**src/sv/indexed_list_engine_assert.svh**
```systemverilog
// assertion macros for the indexed list engine
// included by modules that check their own sequencing; no other dependencies
`ifndef INDEXED_LIST_ENGINE_ASSERT_SVH
`define INDEXED_LIST_ENGINE_ASSERT_SVH
`ifndef SYNTHESIS
// same-cycle implication, off during reset
`define ILE_ASSERT_IMP(lbl, clk, rst_n, ante, cons) \
  lbl: assert property (@(posedge clk) disable iff (!rst_n) (ante) |-> (cons)) \
    else $error("indexed list engine: assertion failed");
// next-cycle implication, off during reset
`define ILE_ASSERT_NXT(lbl, clk, rst_n, ante, cons) \
  lbl: assert property (@(posedge clk) disable iff (!rst_n) (ante) |=> (cons)) \
    else $error("indexed list engine: assertion failed");
`else
`define ILE_ASSERT_IMP(lbl, clk, rst_n, ante, cons)
`define ILE_ASSERT_NXT(lbl, clk, rst_n, ante, cons)
`endif
`endif

```
**src/sv/ile_pkg.sv**
```systemverilog
// shared types and constants of the indexed list engine
// no dependencies; used by ile_step, indexed_list_engine and the testbench
`default_nettype none

package ile_pkg;

  localparam int DEPTH_DEF      = 16;
  localparam int ELEM_WIDTH_DEF = 32;
  localparam int POS_WIDTH      = 5;

  typedef enum logic [3:0] {
    F_APPEND   = 4'd0,
    F_INSERT   = 4'd1,
    F_GET      = 4'd2,
    F_SET      = 4'd3,
    F_REMOVE   = 4'd4,
    F_FIND     = 4'd5,
    F_CONTAINS = 4'd6,
    F_CLEAR    = 4'd7,
    F_LENGTH   = 4'd8
  } ile_func_t;

  typedef enum logic [1:0] {
    ST_OK    = 2'd0,
    ST_RANGE = 2'd1,
    ST_FULL  = 2'd2
  } ile_status_t;

  typedef struct packed {
    logic [3:0]           func;
    logic [POS_WIDTH-1:0] position;
    logic [31:0]          element;
  } ile_in_t;

  typedef struct packed {
    ile_status_t status;
    logic [31:0] element_out;
    logic        found;
    logic [3:0]  found_index;
    logic [4:0]  length;
    logic        empty_res;
  } ile_out_t;

  // flags from the index and compare unit to the sequencer
  typedef struct packed {
    logic more;
    logic match;
  } ile_step_t;

endpackage

`default_nettype wire

```
**src/sv/ile_ram.sv**
```systemverilog
// generic single-write, single-read memory with registered read data
// no dependencies
`default_nettype none

module ile_ram #(
  parameter int WIDTH = 32,
  parameter int DEPTH = 16
) (
  input  wire logic                     clk,
  input  wire logic                     we,
  input  wire logic [$clog2(DEPTH)-1:0] waddr,
  input  wire logic [WIDTH-1:0]         wdata,
  input  wire logic [$clog2(DEPTH)-1:0] raddr,
  output logic      [WIDTH-1:0]         rdata
);

  logic [WIDTH-1:0] mem [DEPTH];

  always_ff @(posedge clk) begin
    if (we) begin
      mem[waddr] <= wdata;
    end
    rdata <= mem[raddr];
  end

endmodule

`default_nettype wire

```
**src/sv/ile_step.sv**
```systemverilog
// shared index step and element compare unit of the indexed list engine
// depends on ile_pkg
`default_nettype none

module ile_step #(
  parameter int DEPTH      = ile_pkg::DEPTH_DEF,
  parameter int ELEM_WIDTH = ile_pkg::ELEM_WIDTH_DEF
) (
  input  wire logic [$clog2(DEPTH)-1:0]   idx,
  input  wire logic [$clog2(DEPTH+1)-1:0] cnt,
  input  wire logic [$clog2(DEPTH)-1:0]   pos,
  input  wire logic                       down,
  input  wire logic [ELEM_WIDTH-1:0]      rdata,
  input  wire logic [ELEM_WIDTH-1:0]      key,
  output logic      [$clog2(DEPTH)-1:0]   idx_nxt,
  output ile_pkg::ile_step_t              flags
);

  localparam int AW = $clog2(DEPTH);
  localparam int CW = $clog2(DEPTH + 1);

  logic [CW-1:0] idx_up;

  assign idx_up = CW'(idx) + CW'(1);

  always_comb begin
    if (down) begin
      idx_nxt    = idx - AW'(1);
      flags.more = idx > pos;
    end else begin
      idx_nxt    = idx + AW'(1);
      flags.more = idx_up < cnt;
    end
    flags.match = rdata == key;
  end

endmodule

`default_nettype wire

```
**src/sv/indexed_list_engine.sv**
```systemverilog
// indexed list engine top level: sequencer, entry memory and step unit
// depends on ile_pkg, ile_ram, ile_step and indexed_list_engine_assert.svh
//
// An ordered list of up to DEPTH words kept in a single-port-write memory.
// A request beat is taken when start is high and busy is low; in_data holds
// func, position and element. Exactly one result beat follows per request:
// out_valid is high for one cycle with out_data, and the receiver cannot
// stall it. For get, insert, remove and non-empty searches that pass their
// checks, busy stays high from the cycle after acceptance until the result
// strobe; other requests leave it low. One request is in flight at a time.
// Append, set, clear, length and error cases answer from idle; get reads
// in S_GET; find and contains scan up from index 0 in S_FIND to a match or
// the end. Insert at p moves the tail up via S_SHIFT_RD and S_SHIFT_WR,
// then writes the new word at p; remove at p reads its word in S_RM_HEAD
// and moves the words above p down. Each moved word costs a memory read
// and a write, one port of each, and the search reads one word per cycle
// through the shared compare unit. A synchronous reset empties the list at
// once; the memory is left as is and never read before being written.
`default_nettype none

module indexed_list_engine #(
  parameter int DEPTH      = ile_pkg::DEPTH_DEF,
  parameter int ELEM_WIDTH = ile_pkg::ELEM_WIDTH_DEF
) (
  input  wire logic             clk,
  input  wire logic             rst_n,
  input  wire logic             start,
  output logic                  busy,
  input  wire ile_pkg::ile_in_t in_data,
  output logic                  out_valid,
  output ile_pkg::ile_out_t     out_data
);

`include "indexed_list_engine_assert.svh"

  localparam int AW = $clog2(DEPTH);
  localparam int CW = $clog2(DEPTH + 1);
  localparam int PW = (CW > ile_pkg::POS_WIDTH) ? CW : ile_pkg::POS_WIDTH;

  typedef enum logic [2:0] {
    S_IDLE,
    S_GET,
    S_RM_HEAD,
    S_SHIFT_RD,
    S_SHIFT_WR,
    S_FIND
  } state_t;

  state_t              state_r;
  logic [CW-1:0]       count_r;
  logic [AW-1:0]       idx_r;
  logic [AW-1:0]       pos_r;
  logic [ELEM_WIDTH-1:0] key_r;
  ile_pkg::ile_func_t  op_r;
  ile_pkg::ile_status_t status_r;
  logic [31:0]         elem_out_r;
  logic                found_r;
  logic [3:0]          fidx_r;
  logic                out_valid_r;

  logic                  accept;
  ile_pkg::ile_func_t    func_in;
  logic [ELEM_WIDTH-1:0] key_in;
  logic [AW-1:0]         pos_in;
  logic [PW-1:0]         pos_w;
  logic [PW-1:0]         cnt_w;
  logic                  full;
  logic                  pos_bad_rd;
  logic                  pos_bad_ins;

  logic                  ram_we;
  logic [AW-1:0]         ram_waddr;
  logic [ELEM_WIDTH-1:0] ram_wdata;
  logic [AW-1:0]         ram_raddr;
  logic [ELEM_WIDTH-1:0] ram_rdata;

  logic [AW-1:0]         idx_nxt;
  ile_pkg::ile_step_t    step;

  assign busy        = state_r != S_IDLE;
  assign accept      = start && !busy;
  assign func_in     = ile_pkg::ile_func_t'(in_data.func);
  assign key_in      = ELEM_WIDTH'(in_data.element);
  assign pos_in      = AW'(in_data.position);
  assign pos_w       = PW'(in_data.position);
  assign cnt_w       = PW'(count_r);
  assign full        = count_r == CW'(DEPTH);
  assign pos_bad_rd  = pos_w >= cnt_w;
  assign pos_bad_ins = pos_w > cnt_w;

  ile_ram #(
    .WIDTH (ELEM_WIDTH),
    .DEPTH (DEPTH)
  ) u_ram (
    .clk   (clk),
    .we    (ram_we),
    .waddr (ram_waddr),
    .wdata (ram_wdata),
    .raddr (ram_raddr),
    .rdata (ram_rdata)
  );

  ile_step #(
    .DEPTH      (DEPTH),
    .ELEM_WIDTH (ELEM_WIDTH)
  ) u_step (
    .idx     (idx_r),
    .cnt     (count_r),
    .pos     (pos_r),
    .down    (op_r == ile_pkg::F_INSERT),
    .rdata   (ram_rdata),
    .key     (key_r),
    .idx_nxt (idx_nxt),
    .flags   (step)
  );

  // memory port control
  always_comb begin
    ram_we    = 1'b0;
    ram_waddr = idx_r;
    ram_wdata = ram_rdata;
    ram_raddr = idx_r;
    unique case (state_r)
      S_IDLE: begin
        if (accept) begin
          unique case (func_in)
            ile_pkg::F_APPEND: begin
              ram_we    = !full;
              ram_waddr = count_r[AW-1:0];
              ram_wdata = key_in;
            end
            ile_pkg::F_SET: begin
              ram_we    = !pos_bad_rd;
              ram_waddr = pos_in;
              ram_wdata = key_in;
            end
            ile_pkg::F_GET, ile_pkg::F_REMOVE: ram_raddr = pos_in;
            ile_pkg::F_FIND, ile_pkg::F_CONTAINS: ram_raddr = '0;
            default: ;
          endcase
        end
      end
      S_SHIFT_RD: begin
        if (step.more) begin
          ram_raddr = idx_nxt;
        end else if (op_r == ile_pkg::F_INSERT) begin
          // shifting done, drop the new word into the gap
          ram_we    = 1'b1;
          ram_waddr = pos_r;
          ram_wdata = key_r;
        end
      end
      S_SHIFT_WR: begin
        ram_we    = 1'b1;
        ram_waddr = idx_r;
        ram_wdata = ram_rdata;
        ram_raddr = idx_nxt;
      end
      S_FIND: ram_raddr = idx_nxt;
      default: ;
    endcase
  end

  always_ff @(posedge clk) begin
    if (!rst_n) begin
      state_r     <= S_IDLE;
      count_r     <= '0;
      out_valid_r <= 1'b0;
    end else begin
      out_valid_r <= 1'b0;
      unique case (state_r)
        S_IDLE: begin
          if (accept) begin
            op_r       <= func_in;
            key_r      <= key_in;
            pos_r      <= pos_in;
            status_r   <= ile_pkg::ST_OK;
            elem_out_r <= '0;
            found_r    <= 1'b0;
            fidx_r     <= '0;
            unique case (func_in)
              ile_pkg::F_APPEND: begin
                if (full) begin
                  status_r <= ile_pkg::ST_FULL;
                end else begin
                  count_r <= count_r + CW'(1);
                end
                out_valid_r <= 1'b1;
              end
              ile_pkg::F_INSERT: begin
                // range check ahead of the full check
                if (pos_bad_ins) begin
                  status_r    <= ile_pkg::ST_RANGE;
                  out_valid_r <= 1'b1;
                end else if (full) begin
                  status_r    <= ile_pkg::ST_FULL;
                  out_valid_r <= 1'b1;
                end else begin
                  idx_r   <= count_r[AW-1:0];
                  state_r <= S_SHIFT_RD;
                end
              end
              ile_pkg::F_GET: begin
                if (pos_bad_rd) begin
                  status_r    <= ile_pkg::ST_RANGE;
                  out_valid_r <= 1'b1;
                end else begin
                  state_r <= S_GET;
                end
              end
              ile_pkg::F_SET: begin
                if (pos_bad_rd) begin
                  status_r <= ile_pkg::ST_RANGE;
                end
                out_valid_r <= 1'b1;
              end
              ile_pkg::F_REMOVE: begin
                if (pos_bad_rd) begin
                  status_r    <= ile_pkg::ST_RANGE;
                  out_valid_r <= 1'b1;
                end else begin
                  idx_r   <= pos_in;
                  state_r <= S_RM_HEAD;
                end
              end
              ile_pkg::F_FIND, ile_pkg::F_CONTAINS: begin
                if (count_r == '0) begin
                  out_valid_r <= 1'b1;
                end else begin
                  idx_r   <= '0;
                  state_r <= S_FIND;
                end
              end
              ile_pkg::F_CLEAR: begin
                count_r     <= '0;
                out_valid_r <= 1'b1;
              end
              ile_pkg::F_LENGTH: out_valid_r <= 1'b1;
              default: out_valid_r <= 1'b1;
            endcase
          end
        end
        S_GET: begin
          elem_out_r  <= 32'(ram_rdata);
          out_valid_r <= 1'b1;
          state_r     <= S_IDLE;
        end
        S_RM_HEAD: begin
          elem_out_r <= 32'(ram_rdata);
          state_r    <= S_SHIFT_RD;
        end
        S_SHIFT_RD: begin
          if (step.more) begin
            state_r <= S_SHIFT_WR;
          end else begin
            if (op_r == ile_pkg::F_INSERT) begin
              count_r <= count_r + CW'(1);
            end else begin
              count_r <= count_r - CW'(1);
            end
            out_valid_r <= 1'b1;
            state_r     <= S_IDLE;
          end
        end
        S_SHIFT_WR: begin
          idx_r   <= idx_nxt;
          state_r <= S_SHIFT_RD;
        end
        S_FIND: begin
          if (step.match) begin
            found_r     <= 1'b1;
            fidx_r      <= 4'(idx_r);
            out_valid_r <= 1'b1;
            state_r     <= S_IDLE;
          end else if (!step.more) begin
            out_valid_r <= 1'b1;
            state_r     <= S_IDLE;
          end else begin
            idx_r <= idx_nxt;
          end
        end
        default: state_r <= S_IDLE;
      endcase
    end
  end

  assign out_valid = out_valid_r;

  // count is stable from the finishing edge until the next beat is taken
  always_comb begin
    out_data.status      = status_r;
    out_data.element_out = elem_out_r;
    out_data.found       = found_r;
    out_data.found_index = fidx_r;
    out_data.length      = 5'(count_r);
    out_data.empty_res   = count_r == '0;
  end

  `ILE_ASSERT_IMP(a_count_bound, clk, rst_n, 1'b1, count_r <= CW'(DEPTH))
  `ILE_ASSERT_IMP(a_strobe_idle, clk, rst_n, out_valid_r, state_r == S_IDLE)
  `ILE_ASSERT_NXT(a_accept_progress, clk, rst_n, accept, out_valid_r || busy)
  `ILE_ASSERT_IMP(a_find_in_list, clk, rst_n, state_r == S_FIND, CW'(idx_r) < count_r)

endmodule

`default_nettype wire

```
**config.mk**
```make
export PLATFORM = sky130hd
export DESIGN_NAME = indexed_list_engine
export DESIGN_NICKNAME = d
export VERILOG_FILES = /design/src/sv/ile_pkg.sv /design/src/sv/ile_ram.sv /design/src/sv/ile_step.sv /design/src/sv/indexed_list_engine.sv
export VERILOG_INCLUDE_DIRS = /design/src /design/src/sv
export SDC_FILE = /design/constraint.sdc
export NUM_CORES = 1
export LEC_CHECK = 0
export BUFFER_PORTS_ARGS = -buffer_cell sky130_fd_sc_hd__buf_2
export CAP_MARGIN = 10
export CORE_MARGIN = 2
export CORE_UTILIZATION = 47
export DETAILED_ROUTE_END_ITERATION = 6
export GPL_TIMING_DRIVEN = 0
export PLACE_DENSITY = 0.6
export SYNTH_ARGS = -nofsm -noshare
export SYNTH_HDL_FRONTEND = slang
export SYNTH_SLANG_ARGS = --single-unit
```
**constraint.sdc**
```tcl
create_clock -name clk -period 5.72 [get_ports clk]
set_clock_uncertainty 0.2 [all_clocks]
set_input_delay 0.858 -clock clk [delete_from_list [all_inputs] [get_ports clk]]
set_output_delay 0.858 -clock clk [all_outputs]
set_load 0.01 [all_outputs]
```
# Word level (Yosys, flattened, before mapping)
# Memory sizes are Yosys's and may differ from the RTL's. A register that Yosys moved wholly into a read port is not among the register bits.
# Index checks and enable logic that the tools add are counted.
# word_totals
regBits	92
latch_bits	0
ramBits	512
romBits	0
in_bits	44
out_inout_bits	47
memories	1
# memory_table
memory	depth	word_bits	rd	rd_clocked_by_memory_dff	wr	line	source
u_ram.mem	16	32	1	1	1	ile_ram.sv:17	logic [WIDTH-1:0] mem [DEPTH];
# op_classes
n_addsub	5
n_mul	0
n_div	0
magnitude_cmp	4
eq_ne	29
shift	0
n_mux	69
bitwise	0
reduce_logical	25
# op_table
operator	n
32-bit 2-to-1 mux	5
32-bit case mux with 2 select lines	2
4-bit 2-to-1 mux	14
4-bit case mux with 3 select lines	3
32-bit == test	1
4-bit case mux with 2 select lines	4
3-bit 2-to-1 mux	9
3-bit case mux with 4 select lines	2
3-bit inequality test, second input constant	7
5-bit 2-to-1 mux	4
5-bit case mux with 2 select lines	2
4-bit by 3-bit == test with 1-bit output, second input constant	4
1-bit 2-to-1 mux	16
2-bit OR reduction	6
9-bit AND reduction	1
4-bit by 1-bit == test with 1-bit output, second input constant	2
4-bit by 2-bit == test with 1-bit output, second input constant	2
2-bit inequality test, second input constant	4
8-bit AND reduction	1
3-bit by 2-bit == test with 1-bit output, second input constant	2
3-bit == test, second input constant	2
1-bit case mux with 3 select lines	2
2-bit case mux with 3 select lines	1
3-bit AND reduction	2
other kinds (27)	34

# Depth between registers and ports, before layout
# depth
word_depth	7
depth_mapped	15
mapped_depth_nobuf	12

# Cells and area by module
# From an unflattened synthesis, not the netlist that was laid out.
# hier_totals
cells_unflattened	1389
area_unflattened_um2	25346.8
# by_module_without_submodules
mod	instances	cells_per_inst	area_each_um2
ile_ram	1	838	19835.3
indexed_list_engine	1	465	4830.9
ile_step	1	86	680.7

# Worst setup path after synthesis
# No wires, ideal clock.
# synth_path
path_type	input to register
start	input port rst_n
end	register elem_out_r[0] (enable)
t_arrival_ns	4.260
path_slack_ns	0.758
stages	2
path_buffers	1
cell_sequence	clkbuf_1 nor4bb_1
# synth_via
elab_chain_len	1
# synth_lines
element	line	source
start: declaration	indexed_list_engine.sv:26	input wire logic rst_n,
3-bit AND reduction (no source line)	--	
end signal: assignment	indexed_list_engine.sv:244	elem_out_r <= 32'(ram_rdata);
end signal: assignment	indexed_list_engine.sv:249	elem_out_r <= 32'(ram_rdata);
end: declaration	indexed_list_engine.sv:56	logic [31:0] elem_out_r;
# No other way between the ends.
# A chain may end at the register's enable or synchronous reset.

# Worst setup path in the final report
# layout_path
start	register idx_r[0]
end	memory u_ram.mem[9][7] (enable)
# layout_via
elab_chain_len	7
word_cells_on_any_way	13
# layout_lines
element	line	source
start: declaration	indexed_list_engine.sv:51	logic [AW-1:0] idx_r;
start signal: assignment	indexed_list_engine.sv:199	idx_r <= count_r[AW-1:0];
start signal: assignment	indexed_list_engine.sv:222	idx_r <= pos_in;
start signal: assignment	indexed_list_engine.sv:266	idx_r <= idx_nxt;
4-bit by 1-bit adder with 5-bit output	ile_step.sv:24	assign idx_up = CW'(idx) + CW'(1);
5-bit less-than comparator	ile_step.sv:32	flags.more = idx_up < cnt;
1-bit 2-to-1 mux	ile_step.sv:27	if (down) begin
1-bit 2-to-1 mux	indexed_list_engine.sv:144	if (step.more) begin
1-bit case mux with 3 select lines	indexed_list_engine.sv:123	unique case (state_r)
1-bit 2-to-1 mux	ile_ram.sv:20	if (we) begin
1-bit 2-to-1 mux (not written as such)	ile_ram.sv:21	mem[waddr] <= wdata;
end: declaration	ile_ram.sv:17	
# Several ways; a longest one is shown, not always the timed one.

==> impl_metrics.ini <==
[pwr]
powerDensity_nw_per_um2 = 428
ir_drop_mv = 0.231
p_leak_nw = 10.5

[die]
coreArea_um2 = 56300
die_w_um = 242
dieHeight_um = 242
row_count = 87
dieArea_um2 = 58700
io_pins = 91
start_util = 0.474

[drt]
firstDrtPassIters = 6
wl_met1_um = 30400
vias_per_cell = 5.84
drtIter0Drc = 1732
wl_met3_um = 5440
top_layer = met5
drt-wirelength-per-cell_um = 26.6
wirelength_um = 74300
routed-wl-met2_um = 36000
drcViolationCount = 0
ant_nets = 0
vias = 16290

[cts]
path_clk_slew_ns = 0.06
cts_tree = built
cts-root-buf = clkbuf_16
htree_levels = 3
cts.path.max_buffers = 3
postCtsHoldBufs = 0
insertion_delay_ns = 0.60
post_cts_buffers = 0
cts_buffers = 67
cts_resized = 0
clock_sinks = 636

[setup_path]
critical_path.max_fanout = 19
path_class = reg2reg
crit_slowest_cell = nor3_1
cp-start-kind = register
crit_chain = clkbuf_1 > inv_1 > ha_1 > and4_1 > a21oi_1 > nor3_1 > a21oi_1 > o21ai_0 > nor2b_1 > nand2_1 > nor2_4 > buf_12
path_common_cell = a21oi_1
crit_path_end_kind = register
worstPathRequired_ns = 5.81
worstPathArrival_ns = 5.27
cp_slowest_stage_delay_ns = 1.00

[final_layout]
drive_gt1_frac = 0.193
fin_nets = 2044
syn2layout_area_growth_pct = 15.4
fin_area_um2 = 30800
n_antenna_cell = 0
fillerInstances = 4542

[timing]
relSlewSlack = 0.175
fin_crit_sh = 0.905
tightest_slew_ns = 1.23
post-route-min-period_ns = 5.17
setup_viol = 0
hold_viol = 0
maxSlewViolCount = 0
rsz0062_at_grt = no
fin_hold_ws_ns = 0.257
max_freq_mhz = 193

[synthesis]
ys_async_sr_fraction = 0
syn_nets = 1866
syn_inst = 1802
synth.cell_area_um2 = 26700
yosysMostFrequentCell = edfxtp_1
synth-edff-count = 595
seq_area_frac_synth = 0.701
yosys.area.top_type = edfxtp_1
synth_common_cells = edfxtp_1, nand2_1, mux2i_1
synth.distinct_cells = 76
ys_seq_elements = 636
synthTopCellsByArea = edfxtp_1, dfxtp_1, nand2_1, mux2i_1, a211oi_1
yosysWarnings = 0
ys.flop_type = edfxtp_1
synth_top_area_share = 0.670
syn-mean-instance-area_um2 = 14.8

[global_routing]
grt_pass1_vias = 16309
grt_usage = 0.253
antenna_found_initial = 1
overflow = 0
grt_max_degree = 23
grt_pass1_wl_um = 109000

[outcome]
status = finished clean

[hold_path]
hold_path_class = in2reg

[place]
dp_hpwl_um = 51500
place_congestion = 0.885
io_buffers = 90
place_area_um2 = 28600

[run]
maxCapViolCount = 0
## cells by family (layout without fill, tap and decap cells)
| group | after synthesis | in the layout | synth area share |
|---|---|---|---|
| adder cells (fa/ha/maj) | 20 | 20 | 0.00966 |
| XOR/XNOR | 42 | 42 | 0.0138 |
| AO/OA/AOI/OAI | 347 | 347 | 0.110 |
| AND/OR/NAND/NOR | 492 | 492 | 0.0941 |
| buffers and inverters | 164 | 393 | 0.0327 |
| multiplexers | 101 | 101 | 0.0394 |
| flip-flops | 636 | 636 | 0.701 |
## state kept, by name, summed over array words and instances (netlist names), 2 cells and up
signal       cells
idx_r            4
cnt_w            5
op_r             4
elem_out_r      32
status_r         2
u_ram.rdata     32
fidx_r           4
state_r          3
u_ram.mem      512
pos_r            4
key_r           32
## worst max-delay path, delay by kind of cell (launching register included)
family          cells  cell delay [ns]
compound gates      3             0.48
fa+ha+maj           1             0.35
buf+inv             3             1.00
flops               1             0.36
simple gates        5             2.45
## cell usage in the layout, fill, tap and decap left out, types with 10 or more instances in the layout
master	instances
a211oi_1	67
a211oi_2	31
a21oi_1	22
a221o_1	36
a222oi_1	32
a31oi_1	65
and2_0	46
and2_1	67
and2_4	20
and3_1	38
buf_12	14
buf_2	132
buf_6	15
clkbuf_1	54
clkbuf_16	69
clkinv_1	10
clkinv_2	13
dfxtp_1	41
edfxtp_1	595
ha_1	19
inv_1	49
mux2_2	33
mux2i_1	68
nand2_1	215
nand2b_1	11
nor2_1	25
nor2_4	17
nor3_1	11
o21ai_0	15
o32ai_1	33
xnor2_1	41
## area by class of cell
cell class / count / area (um^2) / area share
plain buffers: 114 / 686 / 0.0223
clock buffers: 87 / 1840 / 0.0599
clock inverters: 33 / 294 / 0.00956
inverters: 50 / 188 / 0.00610
multi-input cells: 1002 / 7250 / 0.236
flip-flops and latches: 636 / 18700 / 0.607
well taps: 756 / 946 / 0.0307
repair buffers: 109 / 877 / 0.0285
## final timing paths
check                               to  slack (ns)                  start  cells after the start
max          u_ram.mem[9][7]$_DFFE_PP_        0.55     idx_r[0]$_DFFE_PP_                     12
min                key_r[26]$_DFFE_PP_        0.26            in_data[26]                      1
max reg2reg  u_ram.mem[9][7]$_DFFE_PP_        0.55     idx_r[0]$_DFFE_PP_                     12
min reg2reg      cnt_w[4]$_SDFFE_PN0P_        0.40  cnt_w[4]$_SDFFE_PN0P_                      2
## power by group
group / switching (W) / internal (W)
Combinational: 0.00194 / 0.000899
Sequential: 0.000206 / 0.00585
Clock: 0.00179 / 0.00250
Total: 0.00393 / 0.00925
## through the flow
step	setup WS, ns	cells	setup TNS, ns	util	power [W]
after floorplan	0.758	1802	0	-	0.00779
after global placement	-1.72	2648	-724.23	0.499	0.00887
after detailed placement	0.546	2667	0	0.509	0.00896
after CTS	0.511	2787	0	0.547	0.0132
after global routing	0.264	2787	0	0.547	0.0136
final	0.545	2787	0	0.547	0.0132
## layer usage
layer,vias to the layer above,track usage
li1,7312,-
met1,8158,0.333
met3,118,0.0463
met5,-,0
met2,700,0.419
met4,2,0.0966
(Power assumes the default switching activity.)
